**config.mk**
```make
export PLATFORM = sky130hd
export DESIGN_NAME = button_debounce_hold_classifier
export DESIGN_NICKNAME = d
export VERILOG_FILES = /design/src/design/bdhc_pkg.sv /design/src/design/button_debounce_hold_classifier.sv /design/src/design/bdhc_cfg.sv /design/src/design/bdhc_step.sv
export SDC_FILE = /design/constraint.sdc
export NUM_CORES = 1
export LEC_CHECK = 0
export BUFFER_PORTS_ARGS = -buffer_cell sky130_fd_sc_hd__buf_2
export CELL_PAD_IN_SITES_DETAIL_PLACEMENT = 0
export CELL_PAD_IN_SITES_GLOBAL_PLACEMENT = 1
export CORE_MARGIN = 2
export CORE_UTILIZATION = 48
export CTS_CLUSTER_SIZE = 24
export DETAILED_ROUTE_END_ITERATION = 16
export GPL_TIMING_DRIVEN = 0
export HOLD_SLACK_MARGIN = 0.15
export PLACE_DENSITY_LB_ADDON = 0.12
export RECOVER_POWER = 100
export SLEW_MARGIN = 5
export SYNTH_ARGS = -nofsm -noshare
export SYNTH_HDL_FRONTEND = slang
export SYNTH_SLANG_ARGS = --single-unit
```
**constraint.sdc**
```tcl
create_clock -name clk -period 8.55 [get_ports clk]
set_input_delay 0 -clock clk [delete_from_list [all_inputs] [get_ports clk]]
set_output_delay 0 -clock clk [all_outputs]
set_load 0.05 [all_outputs]
```
**src/design/bdhc_pkg.sv**
```systemverilog
package bdhc_pkg;

  // Width of the wrapping millisecond timestamp.
  localparam int unsigned TimeWidth = 32;
  // Width of each threshold register.
  localparam int unsigned RegWidth = 24;
  // Width of the register index on the configuration port.
  localparam int unsigned CfgIndexWidth = 3;

  // Command codes of an input word.
  localparam logic [1:0] CMD_SAMPLE = 2'd0;
  localparam logic [1:0] CMD_INIT   = 2'd1;
  localparam logic [1:0] CMD_CLEAR  = 2'd2;

  // Release event codes.
  localparam logic [1:0] EV_NONE    = 2'd0;
  localparam logic [1:0] EV_TAP     = 2'd1;
  localparam logic [1:0] EV_NETWORK = 2'd2;
  localparam logic [1:0] EV_FACTORY = 2'd3;

  // Live hold status codes.
  localparam logic [2:0] HOLD_NONE    = 3'd0;
  localparam logic [2:0] HOLD_SHORT   = 3'd1;
  localparam logic [2:0] HOLD_NEUTRAL = 3'd2;
  localparam logic [2:0] HOLD_NETWORK = 3'd3;
  localparam logic [2:0] HOLD_FACTORY = 3'd4;

  // Configuration register indexes.
  localparam logic [CfgIndexWidth-1:0] REG_DEBOUNCE = 3'd0;
  localparam logic [CfgIndexWidth-1:0] REG_TAP_MIN  = 3'd1;
  localparam logic [CfgIndexWidth-1:0] REG_TAP_MAX  = 3'd2;
  localparam logic [CfgIndexWidth-1:0] REG_NETWORK  = 3'd3;
  localparam logic [CfgIndexWidth-1:0] REG_FACTORY  = 3'd4;

  // Threshold reset values.
  localparam logic [RegWidth-1:0] DEBOUNCE_RESET = 24'd50;
  localparam logic [RegWidth-1:0] TAP_MIN_RESET  = 24'd50;
  localparam logic [RegWidth-1:0] TAP_MAX_RESET  = 24'd1000;
  localparam logic [RegWidth-1:0] NETWORK_RESET  = 24'd5000;
  localparam logic [RegWidth-1:0] FACTORY_RESET  = 24'd10000;

  typedef logic [TimeWidth-1:0] time_t;

  // All threshold registers, in milliseconds.
  typedef struct packed {
    logic [RegWidth-1:0] debounce_time;
    logic [RegWidth-1:0] tap_min_time;
    logic [RegWidth-1:0] tap_max_time;
    logic [RegWidth-1:0] network_time;
    logic [RegWidth-1:0] factory_time;
  } cfg_t;

  // Debounce and press tracking state.
  typedef struct packed {
    logic  raw_level;
    logic  stable_level;
    time_t change_time;
    time_t press_start;
    logic  recovery_flag;
    logic  release_latched;
  } state_t;

  // Widen a threshold to the timestamp width for comparison.
  function automatic time_t widen(input logic [RegWidth-1:0] thr);
    return time_t'(thr);
  endfunction

  // Classify a completed hold; the order of the tests decides overlaps.
  function automatic logic [1:0] classify_release(input time_t held, input cfg_t cfg);
    logic [1:0] ev;
    priority if (held >= widen(cfg.factory_time)) begin
      ev = EV_FACTORY;
    end else if (held >= widen(cfg.network_time)) begin
      ev = EV_NETWORK;
    end else if ((held >= widen(cfg.tap_min_time)) && (held <= widen(cfg.tap_max_time))) begin
      ev = EV_TAP;
    end else begin
      ev = EV_NONE;
    end
    return ev;
  endfunction

  // Live status of a press that is still held.
  function automatic logic [2:0] live_status(input logic stable, input logic latched,
                                             input time_t held, input cfg_t cfg);
    logic [2:0] st;
    priority if (!stable || latched) begin
      st = HOLD_NONE;
    end else if (held >= widen(cfg.factory_time)) begin
      st = HOLD_FACTORY;
    end else if (held >= widen(cfg.network_time)) begin
      st = HOLD_NETWORK;
    end else if (held > widen(cfg.tap_max_time)) begin
      st = HOLD_NEUTRAL;
    end else begin
      st = HOLD_SHORT;
    end
    return st;
  endfunction

endpackage

```
**src/design/button_debounce_hold_classifier.sv**
```systemverilog
// A word held in the input register has its result written to the result register.
// Throughput: one word per cycle when out_stall is low; the state update is combinational
// between the input register and the result register, and the input register can take a
// new word while a result waits to be taken only if the input register is empty.
// Reset (synchronous, active high) empties both stages, clears the debounce state and the
// recovery flag, and loads the threshold registers with their default values.
module button_debounce_hold_classifier (
  input  logic                                 clk,
  input  logic                                 rst,
  // Input channel
  input  logic                                 in_valid,
  output logic                                 in_stall,
  input  logic [1:0]                           cmd,
  input  logic                                 level,
  input  logic [31:0]                          now_time,
  // Result channel
  output logic                                 out_valid,
  input  logic                                 out_stall,
  output logic [1:0]                           event_res,
  output logic [2:0]                           hold_status,
  output logic                                 recovery,
  // Configuration write channel
  input  logic                                 cfg_valid,
  output logic                                 cfg_ready,
  input  logic [bdhc_pkg::CfgIndexWidth-1:0]   cfg_index,
  input  logic [bdhc_pkg::RegWidth-1:0]        cfg_data
);

  bdhc_pkg::cfg_t   cfg;
  bdhc_pkg::state_t state;
  bdhc_pkg::state_t state_next;

  logic            in_reg_valid;
  logic [1:0]      in_cmd;
  logic            in_level;
  bdhc_pkg::time_t in_now;
  logic            advance;

  logic [1:0]      event_next;
  logic [2:0]      hold_next;
  logic            recovery_next;

  bdhc_cfg u_cfg (
    .clk       (clk),
    .rst       (rst),
    .cfg_valid (cfg_valid),
    .cfg_ready (cfg_ready),
    .cfg_index (cfg_index),
    .cfg_data  (cfg_data),
    .cfg       (cfg)
  );

  // The result stage moves when it is empty or its word is being taken.
  assign advance  = !out_valid || !out_stall;
  assign in_stall = in_reg_valid && !advance;

  // Input register.
  always_ff @(posedge clk) begin
    if (rst) begin
      in_reg_valid <= 1'b0;
    end else if (!in_stall) begin
      in_reg_valid <= in_valid;
    end
  end

  always_ff @(posedge clk) begin
    if (!in_stall) begin
      in_cmd   <= cmd;
      in_level <= level;
      in_now   <= bdhc_pkg::time_t'(now_time);
    end
  end

  bdhc_step u_step (
    .cmd         (in_cmd),
    .level       (in_level),
    .now_time    (in_now),
    .state       (state),
    .cfg         (cfg),
    .state_next  (state_next),
    .event_res   (event_next),
    .hold_status (hold_next),
    .recovery    (recovery_next)
  );

  // State advances together with the result register.
  always_ff @(posedge clk) begin
    if (rst) begin
      state <= '0;
    end else if (in_reg_valid && advance) begin
      state <= state_next;
    end
  end

  // Result register.
  always_ff @(posedge clk) begin
    if (rst) begin
      out_valid <= 1'b0;
    end else if (advance) begin
      out_valid <= in_reg_valid;
    end
  end

  always_ff @(posedge clk) begin
    if (advance && in_reg_valid) begin
      event_res   <= event_next;
      hold_status <= hold_next;
      recovery    <= recovery_next;
    end
  end

endmodule

```
**src/design/bdhc_cfg.sv**
```systemverilog
module bdhc_cfg (
  input  logic                                  clk,
  input  logic                                  rst,
  input  logic                                  cfg_valid,
  output logic                                  cfg_ready,
  input  logic [bdhc_pkg::CfgIndexWidth-1:0]    cfg_index,
  input  logic [bdhc_pkg::RegWidth-1:0]         cfg_data,
  output bdhc_pkg::cfg_t                        cfg
);

  // Writes are always taken; an index beyond the list is dropped.
  assign cfg_ready = 1'b1;

  // Threshold register file.
  always_ff @(posedge clk) begin
    if (rst) begin
      cfg.debounce_time <= bdhc_pkg::DEBOUNCE_RESET;
      cfg.tap_min_time  <= bdhc_pkg::TAP_MIN_RESET;
      cfg.tap_max_time  <= bdhc_pkg::TAP_MAX_RESET;
      cfg.network_time  <= bdhc_pkg::NETWORK_RESET;
      cfg.factory_time  <= bdhc_pkg::FACTORY_RESET;
    end else if (cfg_valid) begin
      unique case (cfg_index)
        bdhc_pkg::REG_DEBOUNCE: cfg.debounce_time <= cfg_data;
        bdhc_pkg::REG_TAP_MIN:  cfg.tap_min_time  <= cfg_data;
        bdhc_pkg::REG_TAP_MAX:  cfg.tap_max_time  <= cfg_data;
        bdhc_pkg::REG_NETWORK:  cfg.network_time  <= cfg_data;
        bdhc_pkg::REG_FACTORY:  cfg.factory_time  <= cfg_data;
        default: begin
        end
      endcase
    end
  end

endmodule

```
**src/design/bdhc_step.sv**
```systemverilog
module bdhc_step (
  input  logic [1:0]          cmd,
  input  logic                level,
  input  bdhc_pkg::time_t     now_time,
  input  bdhc_pkg::state_t    state,
  input  bdhc_pkg::cfg_t      cfg,
  output bdhc_pkg::state_t    state_next,
  output logic [1:0]          event_res,
  output logic [2:0]          hold_status,
  output logic                recovery
);

  bdhc_pkg::time_t since_change;
  bdhc_pkg::time_t held_old;
  bdhc_pkg::time_t held_release;
  bdhc_pkg::time_t held_live;

  // The three elapsed times are independent, so they run side by side.
  assign since_change = now_time - state.change_time;
  assign held_old     = now_time - state.press_start;
  assign held_release = state.change_time - state.press_start;

  // Next state, release event and the elapsed time of the press after this word.
  always_comb begin
    state_next = state;
    event_res  = bdhc_pkg::EV_NONE;
    held_live  = held_old;
    unique case (cmd)
      bdhc_pkg::CMD_SAMPLE: begin
        priority if (level != state.raw_level) begin
          // A raw change only restarts the debounce timer.
          state_next.raw_level   = level;
          state_next.change_time = now_time;
        end else if (since_change < bdhc_pkg::widen(cfg.debounce_time)) begin
        end else if (level == state.stable_level) begin
        end else if (level) begin
          // Press accepted: time it from the last raw change.
          state_next.stable_level    = 1'b1;
          state_next.press_start     = state.change_time;
          state_next.release_latched = 1'b0;
          held_live                  = since_change;
        end else begin
          state_next.stable_level = 1'b0;
          if (!state.release_latched) begin
            state_next.release_latched = 1'b1;
            event_res = bdhc_pkg::classify_release(held_release, cfg);
          end
        end
      end
      bdhc_pkg::CMD_INIT: begin
        // Load the boot level; a held button requests recovery and latches.
        state_next.stable_level    = level;
        state_next.raw_level       = level;
        state_next.change_time     = now_time;
        state_next.press_start     = now_time;
        state_next.recovery_flag   = level;
        state_next.release_latched = level;
        held_live                  = '0;
      end
      bdhc_pkg::CMD_CLEAR: begin
        state_next.recovery_flag = 1'b0;
      end
      default: begin
      end
    endcase
  end

  // Result fields report the state after this word.
  assign hold_status = bdhc_pkg::live_status(state_next.stable_level,
                                             state_next.release_latched, held_live, cfg);
  assign recovery    = state_next.recovery_flag;

endmodule
```
# Yosys cells after proc, flatten, opt, wreduce, memory -nomap -nowiden
# Index checks and enable logic that the tools add are counted.
[classes] reduce_logical=21 eq_ne=13 n_lt_le_gt_ge=8 add_sub_neg=3 n_bitwise=1 n_mux=28
[op_table] cell="$mux W32" count=9
[op_table] cell="$ge A32 B24 Y1" count=5
[op_table] cell="$pmux W66 S2" count=1
[op_table] cell="$sub A32 B32 Y32" count=3
[op_table] cell="$pmux W32 S2" count=1
[op_table] cell="$gt A32 B24 Y1" count=1
[op_table] cell="$le A32 B24 Y1" count=1
[op_table] cell="$lt A32 B24 Y1" count=1
[op_table] cell="$mux W1" count=10
[op_table] cell="$reduce_and A2 Y1" count=5
[op_table] cell="$ne A2 B2 Y1 const B" count=4
[op_table] cell="$eq A3 B2 Y1 const B" count=2
[op_table] cell="$mux W2" count=3
[op_table] cell="$mux W3" count=2
[op_table] cell="$reduce_and A6 Y1" count=1
[op_table] cell="$reduce_or A6 Y1" count=1
[op_table] cell="$logic_not A1 Y1" count=4
[op_table] cell="$pmux W1 S2" count=2
[op_table] cell="$eq A3 B1 Y1 const B" count=1
[op_table] cell="$eq A3 B3 Y1 const B" count=1
[op_table] cell="$logic_and A1 B1 Y1" count=3
[op_table] cell="$logic_not A3 Y1" count=1
[op_table] cell="$reduce_and A3 Y1" count=1
[op_table] cell="$eq A2 B1 Y1 const B" count=1
[op_table] cell="9 further kinds" count=10
[totals] word_cells=94 out_inout_bits=9 register_bits=231

# Longest topological paths before layout
[logic_depth] depth_word=10 ltp_mapped=37 mapped_depth_nobuf=34

# Hierarchy
# From an unflattened synthesis, not the netlist that was laid out.
[hier_totals] cells_unflattened=2446 hier_area_um2=20777.4
[modules_own_cells] module="bdhc_step" cells_each=1660 area_each_um2=11639.9 n_inst=1
[modules_own_cells] module="bdhc_cfg" cells_each=441 area_each_um2=4803.4 n_inst=1
[modules_own_cells] module="button_debounce_hold_classifier" cells_each=345 area_each_um2=4334.2 n_inst=1

# Worst setup path before layout
# Ideal clock, no wire load.
[synth_timing] path_kind="register -> register" startpoint="register in_now[5]" endpoint="register hold_status[0], data pin" arrival_ps=6454 setup_time_ps=271 path_stages_with_launch=36 period_less_slack_ps=6724 path_buffers=3 required_time_ps=8279 path_slack_ps=1826 path_cell_list="edfxtp_1 -> ha_1 -> nand4_1 -> a2111oi_2 -> nor4_2 -> or2_0 -> clkbuf_1 -> o21ai_0 -> a21o_1 -> a21oi_1 -> xnor2_1 -> ha_1 -> a21o_1 -> a21o_1 -> a21oi_1 -> a2bb2oi_1 -> a21oi_1 -> a211o_1 -> inv_1 -> nand4_4 -> nand3_1 -> buf_4 -> buf_6 -> nand3_1 -> o21ai_0 -> ha_1 -> a21o_1 -> a21o_1 -> a21o_1 -> a21o_1 -> a21o_1 -> a21oi_1 -> o21ai_0 -> a221o_1 -> a41oi_1 -> a211oi_1"
[synth_via] elab_chain_len=9
[synth_rtl] element="start, declared" line="button_debounce_hold_classifier.sv:36" text="bdhc_pkg::time_t in_now;"
[synth_rtl] element="start signal, assigned" line="button_debounce_hold_classifier.sv:70" text="in_now <= bdhc_pkg::time_t'(now_time);"
[synth_rtl] element="branches (longest 9 deep; another with $sub A32 B32 Y32)"
[synth_rtl] element="end signal, assigned" line="button_debounce_hold_classifier.sv:107" text="hold_status <= hold_next;"
[synth_rtl] element="end, declared" line="button_debounce_hold_classifier.sv:20" text="output logic [2:0] hold_status,"
# Several ways; the timed one is not identified.
# A chain may end at the register's enable or synchronous reset.

# Worst setup path in the final report
[layout_timing] startpoint="register in_now[0]" endpoint="register hold_status[1], data pin"
# The elaborated chain is that of the path after synthesis.

==> flow_summary.json <==
{
  "synth-edff-count": 41,
  "synth_area_sq_um": 18260,
  "clk_transition_reported_paths_ps": 60,
  "end_kind": "flop",
  "cts_buffers": 29,
  "setup_tns_ps": 0,
  "die_h_um": 199.0,
  "use_met1": 0.4087,
  "critPathSlowestCell": "o21ai_0",
  "cts_tree": "built",
  "worstSkewPairLatency_ps": 580,
  "crit_fanout": 10,
  "required_ps": 8850,
  "postCtsSetupBuffers": 0,
  "grt_max_degree": 35,
  "post-route-period-util": 0.9580,
  "crit_type": "reg2reg",
  "hold_depth": 4,
  "ios": 76,
  "cts-htree-levels": 1,
  "cts_sinks": 231,
  "syn_to_final_growth_pct": 17.58,
  "synth_top_area_frac": 0.2083,
  "wl_per_cell_um": 20.04,
  "grt_pass1_vias": 16890,
  "fin_skew_ps": 24.50,
  "fmaxAchievable_ghz": 0.1221,
  "dp_hpwl_um": 49490,
  "port-buffer-count": 72,
  "r2r-start": "in_now[0]$_DFFE_PN_",
  "finish.utilization": 0.5713,
  "rrSetupSlack_ps": 360,
  "max-vdd-ir-drop_uv": 166.4,
  "syn_nets": 2649,
  "grt_use_total": 0.3071,
  "synth_seq_cells": 231,
  "hold_class": "in2reg",
  "hold_ws_ps": 277.6,
  "drc": 0,
  "r2r_end": "hold_status[1]$_SDFFCE_PP0P_",
  "cts-root-buf": "clkbuf_16",
  "row_count": 71,
  "yosysUniqueCellTypes": 81,
  "overflow": 0,
  "first_pass_iters": 7,
  "slew_headroom": -0.3058,
  "violations": "capacitance limit, slew limit",
  "drtIter0Drc": 1162,
  "syn_area_per_cell_sq_um": 7.962,
  "coreArea_sq_um": 37580,
  "pwr_density_cell_nw_per_um2": 181.0,
  "antenna_found_initial": 0,
  "place_congestion": 0.9182,
  "leakage_nw": 8.809,
  "fin_nets": 2865,
  "drv_cap": 1,
  "grt-busiest-layer": "met2",
  "tightest_slew_ps": 1959,
  "grt_pass1_wl_um": 93630,
  "hold_violations": 0,
  "ant_nets": 0,
  "yosys_warnings": 0,
  "fillers": 3466,
  "use_met2": 0.5269,
  "finalPower_mw": 3.885,
  "drive_gt1_frac": 0.06164,
  "start_kind": "flop",
  "clockBufferDepth": 3,
  "synthArstFlopShare": 0,
  "setup_viol": 0,
  "cpPeakStageDelay_ps": 650,
  "rsz0062_at_grt": "false",
  "reg2reg_depth": 34,
  "totalWireLength_um": 60960,
  "ys_top_cells_by_area": "dfxtp_1 (21%), ha_1 (20%), a21oi_1 (7.8%), nand2_1 (7.6%), edfxtp_1 (6.7%)",
  "yosys.area.top_type": "dfxtp_1",
  "report.final.slew_viol_count": 35,
  "chipWidth_um": 199.0,
  "arrival_ps": 8490,
  "whs_endpoint": "u_cfg.cfg[84]$_SDFFE_PP0P_",
  "min_period_ps": 8191,
  "syn_inst": 2293,
  "grtUsageMet3": 0.02764,
  "diodes": 0,
  "synth_ff_type": "dfxtp_1",
  "ys_seq_area_frac": 0.2758,
  "worstHoldStart": "cfg_data[12]",
  "die_area_sq_um": 39610,
  "routed-via-count": 17440,
  "status": "finished, violations left",
  "start_util": 0.4859,
  "avgViaCountPerCell": 5.732
}
## worst max path at each step
stage                         from                           end  cells past startpoint
2_1_floorplan  in_now[5]$_DFFE_PN_  hold_status[0]$_SDFFCE_PP0P_                     35
3_3_place_gp   in_now[5]$_DFFE_PN_  hold_status[0]$_SDFFCE_PP0P_                     34
3_5_place_dp   in_now[5]$_DFFE_PN_  hold_status[1]$_SDFFCE_PP0P_                     34
4_1_cts        in_now[5]$_DFFE_PN_  hold_status[1]$_SDFFCE_PP0P_                     34
5_1_grt        in_now[6]$_DFFE_PN_  hold_status[1]$_SDFFCE_PP0P_                     34
6_report       in_now[0]$_DFFE_PN_  hold_status[1]$_SDFFCE_PP0P_                     34
## layout by cell type (no fill, tap or decap), types with 6 or more instances in the layout
| cell | n |
|---|---|
| mux2i_1 | 6 |
| nand3_1 | 70 |
| ha_1 | 286 |
| nand4_1 | 45 |
| xor2_1 | 28 |
| nor2_1 | 83 |
| a21o_1 | 88 |
| nor2b_1 | 16 |
| a311oi_1 | 6 |
| o31ai_1 | 6 |
| clkinv_2 | 6 |
| nor3_1 | 16 |
| clkbuf_1 | 98 |
| clkbuf_16 | 30 |
| xnor2_1 | 50 |
| dlygate4sd3_1 | 111 |
| a31oi_1 | 11 |
| inv_1 | 214 |
| a211oi_1 | 53 |
| edfxtp_1 | 41 |
| and3_1 | 8 |
| nand2_1 | 367 |
| a21oi_1 | 285 |
| o31a_1 | 6 |
| dfxtp_1 | 190 |
| o211ai_1 | 12 |
| buf_2 | 67 |
| a221oi_1 | 35 |
| nand2b_1 | 18 |
| o21bai_1 | 14 |
| nand3b_1 | 20 |
| and4_1 | 7 |
| o21a_1 | 19 |
| o21ai_0 | 84 |
| bufinv_16 | 6 |
| a211o_1 | 11 |
| a21boi_0 | 8 |
## flip-flops by register name, summed over array words and instances, names as in the netlist
register and cells:
in_now 32, in_level 1, hold_status 3, event_res 2
u_cfg.cfg 120, in_reg_valid 1, recovery 1, state 68
out_valid 1, in_cmd 2
## report_power, final
| group | leakage, nW | internal (mW) | switching, mW |
|---|---|---|---|
| Combinational | 6.31 | 0.532 | 0.803 |
| Clock | 0.530 | 0.856 | 0.526 |
| Sequential | 1.97 | 1.14 | 0.0285 |
## critical path, delay by kind of cell, from the launching register on
| kind | cells | cell delay [ps] |
|---|---|---|
| flops | 1 | 380 |
| fa+ha+maj | 4 | 1110 |
| mux | 1 | 290 |
| buf+inv | 3 | 270 |
| simple gates | 4 | 660 |
| compound gates | 21 | 4770 |
| xor+xnor | 1 | 410 |
## metrics by stage
step | setup WS [ps] | instances | area, sq um
3_5_place_dp | -11.83 | 2878 | 19300
4_1_cts | 101.7 | 3042 | 21480
5_1_grt | 14.99 | 3042 | 21470
3_3_place_gp | 88.50 | 2876 | 19260
6_report | 358.7 | 3042 | 21470
2_1_floorplan | 1826 | 2293 | 18260
## cells in the mapped netlist, types with 6 or more instances
master / n
and2_1: 6
and4_1: 7
a211oi_1: 54
nor3_1: 16
dfxtp_1: 190
a21oi_1: 286
clkbuf_1: 81
xor2_1: 28
nand2_1: 368
edfxtp_1: 41
o21ai_0: 86
o31a_1: 6
nand2b_1: 18
o21bai_1: 14
o31ai_1: 6
xnor2_1: 51
a31oi_1: 11
buf_2: 7
nor2_1: 83
mux2i_1: 6
a221oi_1: 35
nand4_1: 45
a21o_1: 88
a211o_1: 11
o21a_1: 19
nor2b_1: 16
nand3b_1: 20
inv_1: 214
nand3_1: 70
a21boi_0: 7
ha_1: 286
o211ai_1: 12
a311oi_1: 6
and3_1: 8
## kinds of logic (layout without fill, tap and decap cells)
logic type / after synthesis / in the layout / synth area share
AOI/OAI and AO/OA: 697 / 697 / 0.2458
xor gates and xnor gates: 80 / 80 / 0.03879
buffers and inverters: 307 / 545 / 0.06483
adders and majority gates: 289 / 289 / 0.1993
muxes: 9 / 9 / 0.005140
DFF: 231 / 231 / 0.2758
and+or+nand+nor: 679 / 679 / 0.1702
other: 1 / 1 / 0.0002054
## routing by layer
metal  wire length (um)  vias to the layer above  part of all wire
li1                   -                     8636                 -
met1              27610                     8258              0.45
met2              28700                      453              0.47
met3               2715                       89             0.045
met4               1937                        0             0.032
met5                  0                        -                 0
## final cells by class
| class | instances | area (sq um) | area share |
|---|---|---|---|
| multi-input combinational | 1755 | 12080 | 0.5626 |
| sequential | 231 | 5035 | 0.2345 |
| timing repair buffer | 185 | 1468 | 0.06837 |
| clock buffer | 36 | 813.3 | 0.03789 |
| inverter | 214 | 803.3 | 0.03742 |
| tap | 511 | 639.4 | 0.02978 |
| buffer | 93 | 376.6 | 0.01754 |
| clock inverter | 17 | 254.0 | 0.01183 |
## timing repair
action | CTS | global route
endpoints found under the setup margin | 3 | 3
pin swaps | 0 | 0
hold buffers | 111 | 0
hold endpoints to repair | 202 | 0
gates resized for setup | 1 | 8
(Power assumes the default switching activity.)
